===== config.mk =====
export PLATFORM = sky130hd
export DESIGN_NAME = hid_keyboard_report_to_key_events_core
export DESIGN_NICKNAME = d
export VERILOG_FILES = /design/src/rtl/hkbd_pkg.sv /design/src/rtl/hkbd_key_store.sv /design/src/rtl/hid_keyboard_report_to_key_events_core.sv
export SDC_FILE = /design/constraint.sdc
export NUM_CORES = 1
export LEC_CHECK = 0
export ABC_CLOCK_PERIOD_IN_PS = 4600
export BUFFER_PORTS_ARGS = -buffer_cell sky130_fd_sc_hd__buf_2
export CORE_MARGIN = 1.5
export CORE_UTILIZATION = 55
export CTS_CLUSTER_SIZE = 16
export DETAILED_ROUTE_END_ITERATION = 7
export GPL_TIMING_DRIVEN = 0
export PLACE_DENSITY = 0.78
export SLEW_MARGIN = 5
export SYNTH_ARGS = -nofsm -noshare
export SYNTH_HDL_FRONTEND = slang
export SYNTH_SLANG_ARGS = --single-unit

===== constraint.sdc =====
create_clock -name clock -period 4.6 [get_ports clock]
set_clock_uncertainty 0.2 [all_clocks]
set_input_delay 0.23 -clock clock [delete_from_list [all_inputs] [get_ports clock]]
set_output_delay 0.23 -clock clock [all_outputs]
set_load 0.02 [all_outputs]

===== src/rtl/hkbd_pkg.sv =====
// ----------------------------------------------------------------------------
// hkbd_pkg
// Shared constants, types and the usage-to-key map for the boot-keyboard
// report decoder.
// ----------------------------------------------------------------------------
`default_nettype none

package hkbd_pkg;

   localparam int HKBD_MAX_HELD = 8;

   localparam int KEY_W       = 6;
   localparam int USAGE_W     = 8;
   localparam int MOD_W       = 8;
   localparam int N_USAGE     = 6;
   localparam int USAGE_IDX_W = 3;

   localparam int MOD_SHIFT_BIT = 1;
   localparam int MOD_ALT_BIT   = 2;

   // key codes
   localparam logic [KEY_W-1:0] KEY_DIGIT0 = 6'd26;
   localparam logic [KEY_W-1:0] KEY_DIGIT1 = 6'd27;
   localparam logic [KEY_W-1:0] KEY_ENTER  = 6'd36;
   localparam logic [KEY_W-1:0] KEY_SPACE  = 6'd37;
   localparam logic [KEY_W-1:0] KEY_SHIFT  = 6'd38;
   localparam logic [KEY_W-1:0] KEY_SYMB   = 6'd39;
   localparam logic [KEY_W-1:0] KEY_DEL    = 6'd40;

   // HID usage codes
   localparam logic [USAGE_W-1:0] USAGE_A         = 8'h04;
   localparam logic [USAGE_W-1:0] USAGE_Z         = 8'h1D;
   localparam logic [USAGE_W-1:0] USAGE_1         = 8'h1E;
   localparam logic [USAGE_W-1:0] USAGE_9         = 8'h26;
   localparam logic [USAGE_W-1:0] USAGE_0         = 8'h27;
   localparam logic [USAGE_W-1:0] USAGE_ENTER     = 8'h28;
   localparam logic [USAGE_W-1:0] USAGE_BACKSPACE = 8'h2A;
   localparam logic [USAGE_W-1:0] USAGE_SPACE     = 8'h2C;

   // event kinds
   localparam logic EV_LEVEL  = 1'b0;
   localparam logic EV_NOTIFY = 1'b1;

   localparam logic ACTION_REPORT     = 1'b0;
   localparam logic ACTION_DISCONNECT = 1'b1;

   typedef struct packed {
      logic             hit;
      logic [KEY_W-1:0] key;
   } hkbd_map_type;

   typedef struct packed {
      logic wr_en;
      logic swap;
   } hkbd_store_ctl_type;

   function automatic hkbd_map_type hkbd_map_usage(input logic [USAGE_W-1:0] u);
      hkbd_map_type m;
      logic [USAGE_W-1:0] d;
      m.hit = 1'b0;
      m.key = '0;
      d     = '0;
      if (u inside {[USAGE_A:USAGE_Z]}) begin
         d     = u - USAGE_A;
         m.hit = 1'b1;
         m.key = d[KEY_W-1:0];
      end else if (u inside {[USAGE_1:USAGE_9]}) begin
         d     = u - USAGE_1;
         m.hit = 1'b1;
         m.key = KEY_DIGIT1 + d[KEY_W-1:0];
      end else if (u == USAGE_0) begin
         m.hit = 1'b1;
         m.key = KEY_DIGIT0;
      end else if (u == USAGE_ENTER) begin
         m.hit = 1'b1;
         m.key = KEY_ENTER;
      end else if (u == USAGE_SPACE) begin
         m.hit = 1'b1;
         m.key = KEY_SPACE;
      end
      return m;
   endfunction

endpackage

`default_nettype wire


===== src/rtl/hkbd_key_store.sv =====
// ----------------------------------------------------------------------------
// hkbd_key_store
// Two banks of key lists: one holds the keys held after the last report,
// the other is filled with the keys of the report in progress. A swap
// makes the new list the held one.
// ----------------------------------------------------------------------------
`default_nettype none

module hkbd_key_store #(
   parameter int MAX_HELD = hkbd_pkg::HKBD_MAX_HELD
) (
   input  wire logic                              clock,
   input  wire logic                              reset,
   input  wire hkbd_pkg::hkbd_store_ctl_type      ctl,
   input  wire logic [$clog2(MAX_HELD)-1:0]       wr_addr,
   input  wire logic [hkbd_pkg::KEY_W-1:0]        wr_key,
   input  wire logic [$clog2(MAX_HELD)-1:0]       held_addr,
   input  wire logic [$clog2(MAX_HELD)-1:0]       act_addr,
   output logic      [hkbd_pkg::KEY_W-1:0]        held_key,
   output logic      [hkbd_pkg::KEY_W-1:0]        act_key
);
   import hkbd_pkg::*;

   logic [KEY_W-1:0] bank_ff [2][MAX_HELD];
   logic             sel_ff;
   logic             sel_in;

   assign sel_in = ctl.swap ? ~sel_ff : sel_ff;

   always_ff @(posedge clock) begin
      if (reset) begin
         sel_ff <= 1'b0;
      end else begin
         sel_ff <= sel_in;
      end
   end

   // the bank being built is the one not selected as held
   always_ff @(posedge clock) begin
      if (ctl.wr_en) begin
         bank_ff[~sel_ff][wr_addr] <= wr_key;
      end
   end

   assign held_key = bank_ff[sel_ff][held_addr];
   assign act_key  = bank_ff[~sel_ff][act_addr];

endmodule

`default_nettype wire


===== src/rtl/hid_keyboard_report_to_key_events_core.sv =====
// ----------------------------------------------------------------------------
// hid_keyboard_report_to_key_events_core
// Decodes boot-keyboard reports into serialized key level and press events.
// ----------------------------------------------------------------------------
// Each event waits in a one-entry slot until the next one shows whether it is the
//   last; a disconnect emits no events and only clears the held list and latch.
// Reports are taken one at a time, as req_ready is high only in idle; the single key
//   comparator scans the held and new key lists one entry per cycle (a report
//   never holds more than 7 keys), and output stalls hold the emit states.
// Reset: synchronous; clears held count, backspace latch and all handshakes.
`default_nettype none

module hid_keyboard_report_to_key_events_core #(
   parameter int MAX_HELD = hkbd_pkg::HKBD_MAX_HELD
) (
   input  wire logic                             clock,
   input  wire logic                             reset,
   input  wire logic                             req_valid,
   output logic                                  req_ready,
   input  wire logic                             req_action,
   input  wire logic [hkbd_pkg::MOD_W-1:0]       req_modifiers,
   input  wire logic [hkbd_pkg::USAGE_W-1:0]     req_usage_0,
   input  wire logic [hkbd_pkg::USAGE_W-1:0]     req_usage_1,
   input  wire logic [hkbd_pkg::USAGE_W-1:0]     req_usage_2,
   input  wire logic [hkbd_pkg::USAGE_W-1:0]     req_usage_3,
   input  wire logic [hkbd_pkg::USAGE_W-1:0]     req_usage_4,
   input  wire logic [hkbd_pkg::USAGE_W-1:0]     req_usage_5,
   output logic                                  rsp_valid,
   input  wire logic                             rsp_ready,
   output logic                                  rsp_event_kind,
   output logic      [hkbd_pkg::KEY_W-1:0]       rsp_key,
   output logic                                  rsp_pressed,
   output logic                                  rsp_last
);
   import hkbd_pkg::*;

   localparam int IDX_W = $clog2(MAX_HELD);
   localparam int CNT_W = $clog2(MAX_HELD + 1);
   localparam logic [CNT_W-1:0] CNT_MAX = CNT_W'(MAX_HELD);
   localparam logic [USAGE_IDX_W-1:0] LAST_SLOT = USAGE_IDX_W'(N_USAGE - 1);

   typedef enum logic [4:0] {
      ST_IDLE, ST_SH_LVL, ST_SH_NTF, ST_AL_LVL, ST_AL_NTF,
      ST_MAP, ST_ADD,
      ST_REL_HEAD, ST_REL_SCAN, ST_REL_EMIT,
      ST_PRS_HEAD, ST_PRS_SCAN, ST_PRS_LVL, ST_PRS_NTF,
      ST_TAIL_SH, ST_TAIL_AL, ST_TAIL_DEL, ST_FLUSH
   } state_type;

   state_type            state_ff, state_in;
   logic [USAGE_W-1:0]   usage_ff [N_USAGE];
   logic [USAGE_W-1:0]   usage_in [N_USAGE];
   logic [USAGE_IDX_W-1:0] uidx_ff, uidx_in;
   logic                 shift_ff, shift_in;
   logic                 alt_ff, alt_in;
   logic                 bs_ff, bs_in;
   logic                 latch_ff, latch_in;
   logic [KEY_W-1:0]     cand_ff, cand_in;
   logic                 cand2_ff, cand2_in;
   logic [CNT_W-1:0]     nact_ff, nact_in;
   logic [CNT_W-1:0]     count_ff, count_in;
   logic [CNT_W-1:0]     i_ff, i_in;
   logic [CNT_W-1:0]     j_ff, j_in;

   // pending event waits until the next one shows whether it is the last
   logic                 pend_valid_ff, pend_valid_in;
   logic                 pend_kind_ff, pend_kind_in;
   logic [KEY_W-1:0]     pend_key_ff, pend_key_in;
   logic                 pend_pressed_ff, pend_pressed_in;

   logic                 rsp_valid_ff, rsp_valid_in;
   logic                 rsp_kind_ff, rsp_kind_in;
   logic [KEY_W-1:0]     rsp_key_ff, rsp_key_in;
   logic                 rsp_pressed_ff, rsp_pressed_in;
   logic                 rsp_last_ff, rsp_last_in;

   hkbd_store_ctl_type   st_ctl;
   logic [IDX_W-1:0]     held_addr, act_addr;
   logic [KEY_W-1:0]     held_key, act_key;
   logic [KEY_W-1:0]     cmp_b;
   logic                 hit;
   logic                 out_free, can_push, push_req, push_fire;
   logic                 push_kind, push_pressed;
   logic [KEY_W-1:0]     push_key;
   logic                 flush_fire;
   hkbd_map_type         map_res;
   logic [USAGE_W-1:0]   cur_usage;

   hkbd_key_store #(
      .MAX_HELD (MAX_HELD)
   ) u_store (
      .clock     (clock),
      .reset     (reset),
      .ctl       (st_ctl),
      .wr_addr   (nact_ff[IDX_W-1:0]),
      .wr_key    (cand_ff),
      .held_addr (held_addr),
      .act_addr  (act_addr),
      .held_key  (held_key),
      .act_key   (act_key)
   );

   assign req_ready      = (state_ff == ST_IDLE);
   assign rsp_valid      = rsp_valid_ff;
   assign rsp_event_kind = rsp_kind_ff;
   assign rsp_key        = rsp_key_ff;
   assign rsp_pressed    = rsp_pressed_ff;
   assign rsp_last       = rsp_last_ff;

   assign out_free  = !rsp_valid_ff || rsp_ready;
   assign can_push  = !pend_valid_ff || out_free;
   assign cur_usage = usage_ff[uidx_ff];
   assign map_res   = hkbd_map_usage(cur_usage);

   // shared key comparator
   assign cmp_b = (state_ff == ST_ADD) ? cand_ff : held_key;
   assign hit   = (act_key == cmp_b);

   always_comb begin
      state_in = state_ff;
      usage_in = usage_ff;
      uidx_in  = uidx_ff;
      shift_in = shift_ff;
      alt_in   = alt_ff;
      bs_in    = bs_ff;
      latch_in = latch_ff;
      cand_in  = cand_ff;
      cand2_in = cand2_ff;
      nact_in  = nact_ff;
      count_in = count_ff;
      i_in     = i_ff;
      j_in     = j_ff;

      st_ctl       = '0;
      held_addr    = '0;
      act_addr     = '0;
      push_req     = 1'b0;
      push_kind    = EV_LEVEL;
      push_key     = '0;
      push_pressed = 1'b0;
      flush_fire   = 1'b0;

      case (state_ff)
         ST_IDLE: begin
            if (req_valid) begin
               if (req_action == ACTION_DISCONNECT) begin
                  count_in = '0;
                  latch_in = 1'b0;
               end else begin
                  shift_in    = req_modifiers[MOD_SHIFT_BIT];
                  alt_in      = req_modifiers[MOD_ALT_BIT];
                  usage_in[0] = req_usage_0;
                  usage_in[1] = req_usage_1;
                  usage_in[2] = req_usage_2;
                  usage_in[3] = req_usage_3;
                  usage_in[4] = req_usage_4;
                  usage_in[5] = req_usage_5;
                  bs_in       = 1'b0;
                  nact_in     = '0;
                  uidx_in     = '0;
                  state_in    = ST_SH_LVL;
               end
            end
         end
         ST_SH_LVL, ST_SH_NTF: begin
            push_req     = shift_ff;
            push_kind    = (state_ff == ST_SH_NTF) ? EV_NOTIFY : EV_LEVEL;
            push_key     = KEY_SHIFT;
            push_pressed = 1'b1;
            if (!push_req || can_push) begin
               state_in = (state_ff == ST_SH_LVL) ? ST_SH_NTF : ST_AL_LVL;
            end
         end
         ST_AL_LVL, ST_AL_NTF: begin
            push_req     = alt_ff;
            push_kind    = (state_ff == ST_AL_NTF) ? EV_NOTIFY : EV_LEVEL;
            push_key     = KEY_SYMB;
            push_pressed = 1'b1;
            if (!push_req || can_push) begin
               state_in = (state_ff == ST_AL_LVL) ? ST_AL_NTF : ST_MAP;
            end
         end
         ST_MAP: begin
            j_in = '0;
            if (cur_usage == USAGE_BACKSPACE) begin
               bs_in    = 1'b1;
               cand_in  = KEY_SHIFT;
               cand2_in = 1'b1;
               state_in = ST_ADD;
            end else if (map_res.hit) begin
               cand_in  = map_res.key;
               cand2_in = 1'b0;
               state_in = ST_ADD;
            end else if (uidx_ff == LAST_SLOT) begin
               i_in     = '0;
               state_in = ST_REL_HEAD;
            end else begin
               uidx_in = uidx_ff + 1'b1;
            end
         end
         ST_ADD: begin
            act_addr = j_ff[IDX_W-1:0];
            if (j_ff == nact_ff || hit) begin
               if (j_ff == nact_ff && nact_ff < CNT_MAX) begin
                  st_ctl.wr_en = 1'b1;
                  nact_in      = nact_ff + 1'b1;
               end
               j_in = '0;
               if (cand2_ff) begin
                  // backspace also holds digit 0
                  cand_in  = KEY_DIGIT0;
                  cand2_in = 1'b0;
               end else if (uidx_ff == LAST_SLOT) begin
                  i_in     = '0;
                  state_in = ST_REL_HEAD;
               end else begin
                  uidx_in  = uidx_ff + 1'b1;
                  state_in = ST_MAP;
               end
            end else begin
               j_in = j_ff + 1'b1;
            end
         end
         ST_REL_HEAD: begin
            j_in = '0;
            if (i_ff == count_ff) begin
               i_in     = '0;
               state_in = ST_PRS_HEAD;
            end else begin
               state_in = ST_REL_SCAN;
            end
         end
         ST_REL_SCAN: begin
            held_addr = i_ff[IDX_W-1:0];
            act_addr  = j_ff[IDX_W-1:0];
            if (j_ff == nact_ff) begin
               state_in = ST_REL_EMIT;
            end else if (hit) begin
               i_in     = i_ff + 1'b1;
               state_in = ST_REL_HEAD;
            end else begin
               j_in = j_ff + 1'b1;
            end
         end
         ST_REL_EMIT: begin
            held_addr    = i_ff[IDX_W-1:0];
            push_req     = 1'b1;
            push_kind    = EV_LEVEL;
            push_key     = held_key;
            push_pressed = 1'b0;
            if (can_push) begin
               i_in     = i_ff + 1'b1;
               state_in = ST_REL_HEAD;
            end
         end
         ST_PRS_HEAD: begin
            j_in = '0;
            if (i_ff == nact_ff) begin
               state_in = ST_TAIL_SH;
            end else begin
               state_in = ST_PRS_SCAN;
            end
         end
         ST_PRS_SCAN: begin
            held_addr = j_ff[IDX_W-1:0];
            act_addr  = i_ff[IDX_W-1:0];
            if (j_ff == count_ff) begin
               state_in = ST_PRS_LVL;
            end else if (hit) begin
               i_in     = i_ff + 1'b1;
               state_in = ST_PRS_HEAD;
            end else begin
               j_in = j_ff + 1'b1;
            end
         end
         ST_PRS_LVL, ST_PRS_NTF: begin
            act_addr     = i_ff[IDX_W-1:0];
            push_req     = 1'b1;
            push_kind    = (state_ff == ST_PRS_NTF) ? EV_NOTIFY : EV_LEVEL;
            push_key     = act_key;
            push_pressed = 1'b1;
            if (can_push) begin
               if (state_ff == ST_PRS_LVL) begin
                  state_in = ST_PRS_NTF;
               end else begin
                  i_in     = i_ff + 1'b1;
                  state_in = ST_PRS_HEAD;
               end
            end
         end
         ST_TAIL_SH: begin
            push_req     = !shift_ff && !bs_ff;
            push_kind    = EV_LEVEL;
            push_key     = KEY_SHIFT;
            push_pressed = 1'b0;
            if (!push_req || can_push) begin
               state_in = ST_TAIL_AL;
            end
         end
         ST_TAIL_AL: begin
            push_req     = !alt_ff;
            push_kind    = EV_LEVEL;
            push_key     = KEY_SYMB;
            push_pressed = 1'b0;
            if (!push_req || can_push) begin
               state_in = ST_TAIL_DEL;
            end
         end
         ST_TAIL_DEL: begin
            // delete fires only on the report where backspace first shows up
            push_req     = bs_ff && !latch_ff;
            push_kind    = EV_NOTIFY;
            push_key     = KEY_DEL;
            push_pressed = 1'b1;
            if (!push_req || can_push) begin
               latch_in    = bs_ff;
               st_ctl.swap = 1'b1;
               count_in    = nact_ff;
               state_in    = ST_FLUSH;
            end
         end
         ST_FLUSH: begin
            if (!pend_valid_ff) begin
               state_in = ST_IDLE;
            end else if (out_free) begin
               flush_fire = 1'b1;
               state_in   = ST_IDLE;
            end
         end
         default: begin
            state_in = ST_IDLE;
         end
      endcase
   end

   assign push_fire = push_req && can_push;

   always_comb begin
      pend_valid_in   = pend_valid_ff;
      pend_kind_in    = pend_kind_ff;
      pend_key_in     = pend_key_ff;
      pend_pressed_in = pend_pressed_ff;
      rsp_valid_in    = rsp_valid_ff && !rsp_ready;
      rsp_kind_in     = rsp_kind_ff;
      rsp_key_in      = rsp_key_ff;
      rsp_pressed_in  = rsp_pressed_ff;
      rsp_last_in     = rsp_last_ff;
      if ((push_fire && pend_valid_ff) || flush_fire) begin
         rsp_valid_in   = 1'b1;
         rsp_kind_in    = pend_kind_ff;
         rsp_key_in     = pend_key_ff;
         rsp_pressed_in = pend_pressed_ff;
         rsp_last_in    = flush_fire;
      end
      if (push_fire) begin
         pend_valid_in   = 1'b1;
         pend_kind_in    = push_kind;
         pend_key_in     = push_key;
         pend_pressed_in = push_pressed;
      end else if (flush_fire) begin
         pend_valid_in = 1'b0;
      end
   end

   always_ff @(posedge clock) begin
      if (reset) begin
         state_ff      <= ST_IDLE;
         latch_ff      <= 1'b0;
         count_ff      <= '0;
         pend_valid_ff <= 1'b0;
         rsp_valid_ff  <= 1'b0;
      end else begin
         state_ff        <= state_in;
         usage_ff        <= usage_in;
         uidx_ff         <= uidx_in;
         shift_ff        <= shift_in;
         alt_ff          <= alt_in;
         bs_ff           <= bs_in;
         latch_ff        <= latch_in;
         cand_ff         <= cand_in;
         cand2_ff        <= cand2_in;
         nact_ff         <= nact_in;
         count_ff        <= count_in;
         i_ff            <= i_in;
         j_ff            <= j_in;
         pend_valid_ff   <= pend_valid_in;
         pend_kind_ff    <= pend_kind_in;
         pend_key_ff     <= pend_key_in;
         pend_pressed_ff <= pend_pressed_in;
         rsp_valid_ff    <= rsp_valid_in;
         rsp_kind_ff     <= rsp_kind_in;
         rsp_key_ff      <= rsp_key_in;
         rsp_pressed_ff  <= rsp_pressed_in;
         rsp_last_ff     <= rsp_last_in;
      end
   end

endmodule

`default_nettype wire


==> impl_metrics.ini, run 1 <==
[outcome]
status = finished, final reports clean

[sta]
setup_viol = 0
period_share = 0.9567
slew_viol_final = 0
tightest_slew_ps = 1404
period_needed_ps = 4401
finalHoldViolCount = 0
timing.hold.ws_ps = 42.92
relSlewSlack = 0.05661
max_freq_ghz = 0.2272
layout_setup_ws_ps = 199.4
rsz0062_at_grt = no

[grt]
antenna_found_initial = 0
grt_max_degree = 38
grtUsageTotal = 0.2970
grt_pass1_wl_um = 44270
grt_pass1_vias = 7823
overflow = 0

[logic_synthesis]
syn-num-nets = 949
ys_seq_elements = 200
synth-edff-count = 186
async_flop_share = 0
synth_top_area_share = 0.5237
yosysWarnings = 0
syn_inst = 874
synth_area_leader_cell = edfxtp_1
ys_dominant_reg_cell = edfxtp_1
ys_seq_area_frac = 0.5500
syn_area_um2 = 10670
avgSynthCellArea_um2 = 12.20
synth_area_leaders = edfxtp_1 52%, mux4_2 5.7%, mux2i_1 4.5%, nor2_1 2.7%, dfxtp_1 2.6%
synth_cell_types = 83

[drt]
routed_wl_um = 28970
final_antenna_net_count = 0
vias = 8101
wl_per_cell_um = 22.55
drt_pre_antenna_iters = 6
drtIter0Drc = 1033
via_per_inst = 6.304
drc = 0

[floorplan]
rows = 50
die_y_um = 142.3
pin_count = 72
coreArea_um2 = 18830
die_w_um = 142.3
start_util = 0.5664
dieArea_um2 = 20240

[clock_tree]
htreeDepth = 4
cts_buffers = 17
clk_latency_ps = 450
clk_pin_slew_worst_paths_ps = 80
cts_tree = done
clockBufferDepth = 2
cts-root-buf = clkbuf_16
cts_sinks = 200

[placement]
port_buffers = 65
dpl_cell_area_um2 = 11350
place_ws_ps = -337.4
gp_congestion = 0.9682
dp_hpwl_um = 19600

[power_and_ir_drop]
power.share.clock = 0.306
combPwrFrac = 0.247
p_sw_uw = 1603
power_leakage_uw = 0.004312
powerDensity_nw_per_um2 = 392.5
swShare = 0.3256
vdd_drop_max_mv = 0.2931
p_seq_frac = 0.447
internal_power_uw = 3319

[setup_path]
crit_path_max_fanout = 10
arrival_ps = 4330
path_class = flop to flop
start_kind = flop
required_ps = 4530
worstSetupEndpointType = flop

[final_layout]
nNetsFinal = 1087
final_common_cell = edfxtp_1
final_cell_mix = 186 x edfxtp_1, 77 x buf_2, 76 x nor2_1
num_antenna_cells = 0
area_delta_synth_final_pct = 17.57
drive_above_1_share = 0.1932
design_area_um2 = 12540

[run]
drv_cap = 0

[hold_path]
hold_path.class = input pin to flop
-- routing by layer --
layer,track usage,routed length [µm],vias up
li1,-,-,3620
met1,0.4035,11600,3935
met2,0.4742,13700,480
met3,0.05888,2682,66
met4,0.1172,990,0
met5,0,0,-
-- sequential cells by signal, summed over array words and instances, names as in the netlist, 3 cells and up, named ones only --
| name | cells |
|---|---|
| u_store.bank_ff | 96 |
| usage_ff | 48 |
| cand_ff | 6 |
| pend_key_ff | 6 |
| rsp_key | 6 |
| state_ff | 5 |
| count_ff | 4 |
| i_ff | 4 |
| j_ff | 4 |
| nact_ff | 4 |
| uidx_ff | 3 |
-- cells in the mapped netlist, drive strengths merged (19+ instances only) --
cell and instances:
a211oi 31, a21oi 41, a22oi 21, buf 26, clkbuf 26, edfxtp 186, inv 19, mux2i 48
mux4 27, nand2 54, nand2b 19, nand3 21, nor2 78, nor2b 25, nor3 25, o21ai 35
xnor2 21
-- cell families (layout without fill, tap and decap cells) --
logic type | Yosys count | after routing | share of synthesized area
buf+inv | 73 | 224 | 0.03167
mux | 88 | 88 | 0.1168
xor+xnor | 31 | 31 | 0.02546
fa+ha+maj | 14 | 14 | 0.01642
simple gates | 278 | 278 | 0.1335
compound gates | 190 | 190 | 0.1261
flops | 200 | 200 | 0.5500
-- worst paths after layout --
kind              slack [ps]                startpoint  cells past startpoint                  endpoint
hold reg to reg          220  pend_key_ff[4]$_DFFE_PP_                      0      rsp_key[4]$_DFFE_PP_
hold / removal            40                     reset                      3  state_ff[4]$_SDFFE_PP0P_
setup reg to reg         200  state_ff[4]$_SDFFE_PP0P_                     13  uidx_ff[0]$_SDFFCE_PN0P_
setup / recovery         200  state_ff[4]$_SDFFE_PP0P_                     13  uidx_ff[0]$_SDFFCE_PN0P_
-- metrics by stage --
| stage | total power (µW) | std cells | util | TNS [ps] |
|---|---|---|---|---|
| 6_report | 4922 | 1285 | 0.6659 | 0 |
| 3_3_place_gp | 3335 | 1199 | 0.6009 | -17720 |
| 3_5_place_dp | 3353 | 1200 | 0.6027 | -3418 |
| 4_1_cts | 4858 | 1283 | 0.6629 | 0 |
| 2_1_floorplan | 3045 | 874 | - | 0 |
| 5_1_grt | 5107 | 1285 | 0.6659 | 0 |
-- layout make-up --
type | count | area (µm²)
Timing Repair Buffer | 119 | 870.8
Multi-Input combinational cell | 601 | 4532
Inverter | 21 | 78.83
Tap cell | 260 | 325.3
Fill cell | 1383 | 6291
Clock buffer | 17 | 425.4
Sequential cell | 200 | 5866
Clock inverter | 15 | 177.7
Buffer | 52 | 264.0
-- worst max-delay path: stages, from the launching register on --
cell	delay, ps
dfxtp_1	300
buf_2	190
nor4b_4	540
a22oi_1	200
buf_2	270
a211oi_1	240
a21oi_1	100
a211oi_2	500
a211oi_1	170
xnor2_1	170
or4_4	540
buf_6	160
and3_1	190
nor3_2	300
-- timing repair --
action,in CTS,in global routing
endpoints found under the hold margin,51,0
hold buffers,51,0
setup endpoints to repair,16,22
gates resized for setup,6,9
pin swaps,0,1
setup buffers,0,2
-- power by group through the flow --
stage	Clock (µW)	Sequential (µW)	Combinational, µW
2_1_floorplan	0	2210	833
3_3_place_gp	0	2240	1100
3_5_place_dp	0	2240	1110
4_1_cts	1500	2200	1160
5_1_grt	1570	2210	1320
6_report	1510	2200	1220
Power figures use the tool's default switching activity.
==> inputs of run 2 (changes only) <==
--- a/config.mk
+++ b/config.mk
@@ -5,7 +5,7 @@
 export SDC_FILE = /design/constraint.sdc
 export NUM_CORES = 1
 export LEC_CHECK = 0
-export ABC_CLOCK_PERIOD_IN_PS = 4600
+export ABC_CLOCK_PERIOD_IN_PS = 5400
 export BUFFER_PORTS_ARGS = -buffer_cell sky130_fd_sc_hd__buf_2
 export CORE_MARGIN = 1.5
 export CORE_UTILIZATION = 55
==> constraint.sdc (replaced) <==
create_clock -name clock -period 5.4 [get_ports clock]
set_clock_uncertainty 0.2 [all_clocks]
set_input_delay 0.27 -clock clock [delete_from_list [all_inputs] [get_ports clock]]
set_output_delay 0.27 -clock clock [all_outputs]
set_load 0.01 [all_outputs]
==> run 2 against run 1 <==
  * Critical endpoint is now cand_ff[2]$_SDFFCE_PP0P_
  * Setup slack gained 260 ps
  * Maximum frequency shrank 11%
  * Hold slack gained 36 ps
  * First-iteration DRC count shrank 4.0%
  * Largest cell class unchanged
  * Global-route usage shrank 0.089 points
  * Register-to-register slack gained 260 ps
  * Non-clock buffer count shrank 2
  * Final area shrank 0.61%
  * Wire length shrank 0.78%
  * Critical path type unchanged
  * Via count grew 0.96%
  * Final cell count shrank 0.16%
==> impl_metrics.ini, run 2 (same netlist as run 1, synthesis figures left out) <==
[outcome]
status = finished, final reports clean

[grt]
grt_pass1_vias = 7792
grt_pass1_wl_um = 44090
grtUsageTotal = 0.2962
grt_max_degree = 38
overflow = 0
antenna_found_initial = 0

[power_and_ir_drop]
total_power_uw = 4167
vdd_drop_max_mv = 0.2460
powerDensity_nw_per_um2 = 334.3
power_leakage_uw = 0.004281

[final_layout]
final_util = 0.6619
nNetsFinal = 1085
largest_registers = u_store.bank_ff (96), usage_ff (48)
final_common_cell = edfxtp_1
largest_reg_flops = 96
final_cell_mix = 186 x edfxtp_1, 77 x buf_2, 76 x nor2_1
area_delta_synth_final_pct = 16.86
regMostFlops = u_store.bank_ff
num_antenna_cells = 0
drive_above_1_share = 0.1799
num-fill-cells = 1400

[floorplan]
dieArea_um2 = 20240
die_y_um = 142.3
pin_count = 72
rows = 50
start_util = 0.5664
die_w_um = 142.3
coreArea_um2 = 18830

[drt]
drtIter0Drc = 992
wl_per_cell_um = 22.41
drt_pre_antenna_iters = 5
final_antenna_net_count = 0
via_per_inst = 6.375
drc = 0
routed_wl_um = 28750
vias = 8179

[clock_tree]
clk_latency_ps = 450
cts_setup_buffers = 0
htreeDepth = 4
cts_buffers = 17
clk_pin_slew_worst_paths_ps = 80
cts_sinks = 200
cts_tree = done
clockBufferDepth = 2
cts-root-buf = clkbuf_16

[sta]
period_share = 0.9156
rsz0062_at_grt = no
setup_viol = 0
layout_setup_ws_ps = 455.9
tightest_slew_ps = 1385
period_needed_ps = 4944
final.setup.tns_ps = 0
finalHoldViolCount = 0
relSlewSlack = 0.06979
slew_viol_final = 0
timing.hold.ws_ps = 78.96
max_freq_ghz = 0.2023

[placement]
gp_congestion = 0.9682
dp_hpwl_um = 19600
place_ws_ps = 462.6
port_buffers = 65

[setup_path]
worstPathCellList = buf_2 > buf_1 > buf_1 > nand2_1 > a211oi_1 > nor3b_1 > nor4_1 > xnor2_1 > o2111ai_1 > or4_4 > buf_6 > a21bo_1 > a21oi_1
path_class = flop to flop
reg2reg_to = cand_ff[2]$_SDFFCE_PP0P_
worstSetupEndpointType = flop
crit_path_max_fanout = 10
required_ps = 5280
cp_common_cell = buf_1
worst_path_max_delay_cell = buf_1
start_kind = flop
reg2reg_depth = 13
r2r_slack_ps = 460
arrival_ps = 4820
timing.critical_path.slowest_cell_delay_ps = 700
r2r_start = u_store.sel_ff$_SDFFE_PP0P_

[run]
drv_cap = 0

[hold_path]
min_to = state_ff[4]$_SDFFE_PP0P_
hold_depth = 3
hold_path.class = input pin to flop
worstHoldStart = reset
==> run 2: cell count changes in the layout (fill, tap and decap cells not counted), sizes merged <==
cell and delta:
clkbuf -2
==> run 2: how the worst max path moves through the flow <==
stage / slack, ps / cells after the start / startpoint / endpoint
after floorplan: 1350 / 8 / state_ff[1]$_SDFFE_PP0P_ / alt_ff$_DFFE_PP_
after global placement: 420 / 13 / u_store.sel_ff$_SDFFE_PP0P_ / cand_ff[5]$_SDFFCE_PP0P_
after detailed placement: 460 / 13 / u_store.sel_ff$_SDFFE_PP0P_ / cand_ff[5]$_SDFFCE_PP0P_
after CTS: 440 / 13 / u_store.sel_ff$_SDFFE_PP0P_ / cand_ff[2]$_SDFFCE_PP0P_
after global routing: 40 / 13 / u_store.sel_ff$_SDFFE_PP0P_ / cand_ff[3]$_SDFFCE_PP1P_
final: 460 / 13 / u_store.sel_ff$_SDFFE_PP0P_ / cand_ff[2]$_SDFFCE_PP0P_
==> run 2: layer usage <==
metal | GRT usage | part of all wire
met2 | 0.4714 | 0.47
met5 | 0 | 0
met4 | 0.1134 | 0.034
met1 | 0.4028 | 0.40
met3 | 0.06191 | 0.096
==> run 2: what timing repair did <==
item                      4_1_cts  5_1_grt
hold buffers                   51        0
gates resized for setup         0        0
hold endpoints to repair       51        0
==> run 2: layout make-up <==
type | count | area, µm² | share of cell area
tap | 260 | 325.3 | 0.02610
multi-input combinational | 601 | 4476 | 0.3591
inverter | 21 | 78.83 | 0.006325
sequential | 200 | 5866 | 0.4706
clock buffer | 17 | 425.4 | 0.03413
buffer | 52 | 259.0 | 0.02078
clock inverter | 15 | 177.7 | 0.01426
timing repair buffer | 117 | 855.8 | 0.06867
==> run 2: metrics by stage <==
| stage | instance area, µm² | std cells |
|---|---|---|
| floorplan | 10670 | 874 |
| global placement | 11320 | 1199 |
| detailed placement | 11350 | 1200 |
| CTS | 12460 | 1283 |
| global route | 12460 | 1283 |
| finish | 12460 | 1283 |
==> run 2: power breakdown <==
group | switching, µW | internal, µW
clock | 653 | 627
sequential | 68.2 | 1810
combinational | 626 | 386
==> run 2: critical path, delay by kind of cell (launching register included) <==
family | cells | cell delay (ps)
AOI/OAI and AO/OA | 4 | 1100
buffers and inverters | 4 | 1750
DFF | 1 | 300
and+or+nand+nor | 4 | 1030
xor gates and xnor gates | 1 | 180
==> inputs of run 3 (changes only) <==
--- a/config.mk
+++ b/config.mk
@@ -5,14 +5,15 @@
 export SDC_FILE = /design/constraint.sdc
 export NUM_CORES = 1
 export LEC_CHECK = 0
+export ABC_AREA = 1
 export ABC_CLOCK_PERIOD_IN_PS = 5400
 export BUFFER_PORTS_ARGS = -buffer_cell sky130_fd_sc_hd__buf_2
+export CAP_MARGIN = 20
 export CORE_MARGIN = 1.5
 export CORE_UTILIZATION = 55
-export CTS_CLUSTER_SIZE = 16
 export DETAILED_ROUTE_END_ITERATION = 7
 export GPL_TIMING_DRIVEN = 0
-export PLACE_DENSITY = 0.78
+export PLACE_DENSITY = 0.77
 export SLEW_MARGIN = 5
 export SYNTH_ARGS = -nofsm -noshare
 export SYNTH_HDL_FRONTEND = slang
==> run 3 against run 2 <==
  * Sequential share of layout area is 1.4 points lower
  * Hold slack better by 43 ps
  * Synthesized cell count is 47% higher
  * Total power is 27% higher
  * First-iteration DRC count is 25% higher
  * Clock power hardly changed
  * Setup slack better by 810 ps
  * Global-route usage is 2.2 points higher
  * Wire length is 9.2% higher
  * Critical path depth is 4 higher
  * Combinational power is 100% higher
  * Critical path type unchanged
==> impl_metrics.ini, run 3 <==
[outcome]
status = finished, final reports clean

[clock_tree]
htreeDepth = 4
cts_buffers = 17
cts_tree = done
cts_sinks = 200
clk_latency_ps = 460
clk_pin_slew_worst_paths_ps = 80
clockBufferDepth = 2
cts-root-buf = clkbuf_16

[logic_synthesis]
ys_seq_area_frac = 0.5332
synth_most_common_cell = nand2_1
syn-num-nets = 1364
async_flop_share = 0
ys_dominant_reg_cell = edfxtp_1
synth_cell_types = 46
syn_area_um2 = 11000
syn_inst = 1289
synth-edff-count = 186
synth_area_leaders = edfxtp_1 51%, nand2_1 9.0%, nand3_1 7.4%, nor2_1 6.0%, inv_1 4.2%
synthTopCellsByCount = 263 x nand2_1, 186 x edfxtp_1, 177 x nor2_1, 163 x nand3_1, 124 x inv_1
synth_top_area_share = 0.5077
synth_area_leader_cell = edfxtp_1
ys_seq_elements = 200
avgSynthCellArea_um2 = 8.535
yosysWarnings = 0

[floorplan]
die_y_um = 144.4
pin_count = 72
start_util = 0.5634
coreArea_um2 = 19530
die_w_um = 144.4
rows = 51
dieArea_um2 = 20860

[grt]
grt_pass1_wl_um = 49000
grt_pass1_vias = 9248
antenna_found_initial = 0
grt_max_degree = 22
overflow = 0
grtUsageTotal = 0.3180

[final_layout]
design_area_um2 = 12830
multi_input_area_um2 = 4355
area_delta_synth_final_pct = 16.64
final_common_cell = nand2_1
regMostFlops = u_store.bank_ff
num-fill-cells = 1603
largest_registers = u_store.bank_ff (96), usage_ff (48)
ff_latch_area_um2 = 5866
final_cell_mix = 263 x nand2_1, 186 x edfxtp_1, 177 x nor2_1
nNetsFinal = 1504
drive_above_1_share = 0.1214
num_antenna_cells = 0
largest_reg_flops = 96

[setup_path]
arrival_ps = 4060
worstSetupEndpointType = flop
path_class = flop to flop
required_ps = 5320
start_kind = flop
crit_path_max_fanout = 10

[power_and_ir_drop]
vdd_drop_max_mv = 0.2484
power.share.clock = 0.245
swShare = 0.4039
internal_power_uw = 3144
p_sw_uw = 2130
p_seq_frac = 0.371
combPwrFrac = 0.385
powerDensity_nw_per_um2 = 411.0
power_leakage_uw = 0.005345

[placement]
dp_hpwl_um = 21970
gp_congestion = 1.044
dpl_cell_area_um2 = 11710
port_buffers = 65

[sta]
slew_viol_final = 0
tightest_slew_ps = 880.5
period_share = 0.7651
final.setup.tns_ps = 0
relSlewSlack = 0.4130
max_freq_ghz = 0.2420
period_needed_ps = 4131
finalHoldViolCount = 0
timing.hold.ws_ps = 121.9
rsz0062_at_grt = no
setup_viol = 0

[drt]
vias = 9614
routed_wl_um = 31390
final_antenna_net_count = 0
drt_pre_antenna_iters = 5
wl_per_cell_um = 18.39
drtIter0Drc = 1242
drc = 0
via_per_inst = 5.632

[run]
drv_cap = 0

[hold_path]
hold_path.class = input pin to flop
==> run 3: cell count changes in the layout (fill, tap and decap cells not counted), moves of 25 or more <==
cell / change
nand2_1: +209
nand3_1: +142
inv_1: +106
nor2_1: +101
mux2i_1: -48
a21oi_1: +46
o21ai_0: +39
a211oi_1: -27
mux4_2: -27
nor2b_1: -25
==> run 3: cells by family after synthesis <==
kind of cell / count (synthesis) / synth area share
buffers and inverters: 196 / 0.07233
AO/OA/AOI/OAI: 184 / 0.09144
flip-flops: 200 / 0.5332
XOR/XNOR: 23 / 0.01831
AND/OR/NAND/NOR: 672 / 0.2688
adder cells (fa/ha/maj): 14 / 0.01592
==> run 3: area by class of cell <==
| cell class | instances | area share |
|---|---|---|
| clock buffer | 17 | 0.03315 |
| multi-input combinational | 893 | 0.3394 |
| tap | 265 | 0.02584 |
| sequential | 200 | 0.4571 |
| timing repair buffer | 121 | 0.06933 |
| buffer | 58 | 0.02165 |
| clock inverter | 15 | 0.01316 |
| inverter | 138 | 0.04037 |
==> run 3: power groups by stage <==
stage / Sequential [µW] / Clock, µW / Combinational [µW]
after global placement: 1990 / 0 / 1910
after detailed placement: 1990 / 0 / 1930
after floorplan: 1960 / 0 / 1430
after global routing: 1970 / 1350 / 2260
final: 1960 / 1290 / 2030
after CTS: 1950 / 1290 / 1980
==> run 3: routing by layer <==
metal | vias to the layer above | routed length [µm] | GRT usage
met2 | 553 | 14500 | 0.5115
met1 | 4376 | 12580 | 0.4177
met4 | 0 | 1079 | 0.1361
li1 | 4613 | - | -
met5 | - | 0 | 0
met3 | 72 | 3237 | 0.06821
==> run 3: through the flow <==
step | util | worst slack, ps | power (µW) | instances
2_1_floorplan | - | 886.7 | 3389 | 1289
3_3_place_gp | 0.5974 | 14.46 | 3891 | 1619
3_5_place_dp | 0.5996 | 1324 | 3922 | 1622
4_1_cts | 0.6572 | 1316 | 5219 | 1707
5_1_grt | 0.6572 | 912.0 | 5573 | 1707
6_report | 0.6572 | 1269 | 5274 | 1707
==> run 3: worst paths after layout <==
path	start	to	slack, ps	cells past startpoint
worst max-delay path	uidx_ff[0]$_SDFFCE_PN0P_	cand_ff[2]$_SDFFCE_PP0P_	1270	17
worst min-delay path	reset	state_ff[4]$_SDFFE_PP0P_	120	4
worst max register to register	uidx_ff[0]$_SDFFCE_PN0P_	cand_ff[2]$_SDFFCE_PP0P_	1270	17
worst min register to register	pend_key_ff[0]$_DFFE_PP_	rsp_key[0]$_DFFE_PP_	220	0
==> run 3: worst max-delay path, stage by stage, from the launching register on <==
cell,delay [ps]
edfxtp_1,470
buf_2,240
buf_2,200
or2_2,310
a32oi_2,400
inv_1,170
ha_1,230
nor3_1,160
nand2_1,70
and2_1,170
nand2_1,210
nand2_1,80
nor2_1,120
nand3_1,130
nor2_1,250
nor2_1,70
nand3_1,130
a21oi_1,160
==> run 3: repair_timing <==
item,CTS,global route
hold buffers,53,0
gates resized for setup,0,0
buffers inserted,0,0
endpoints found under the hold margin,55,0
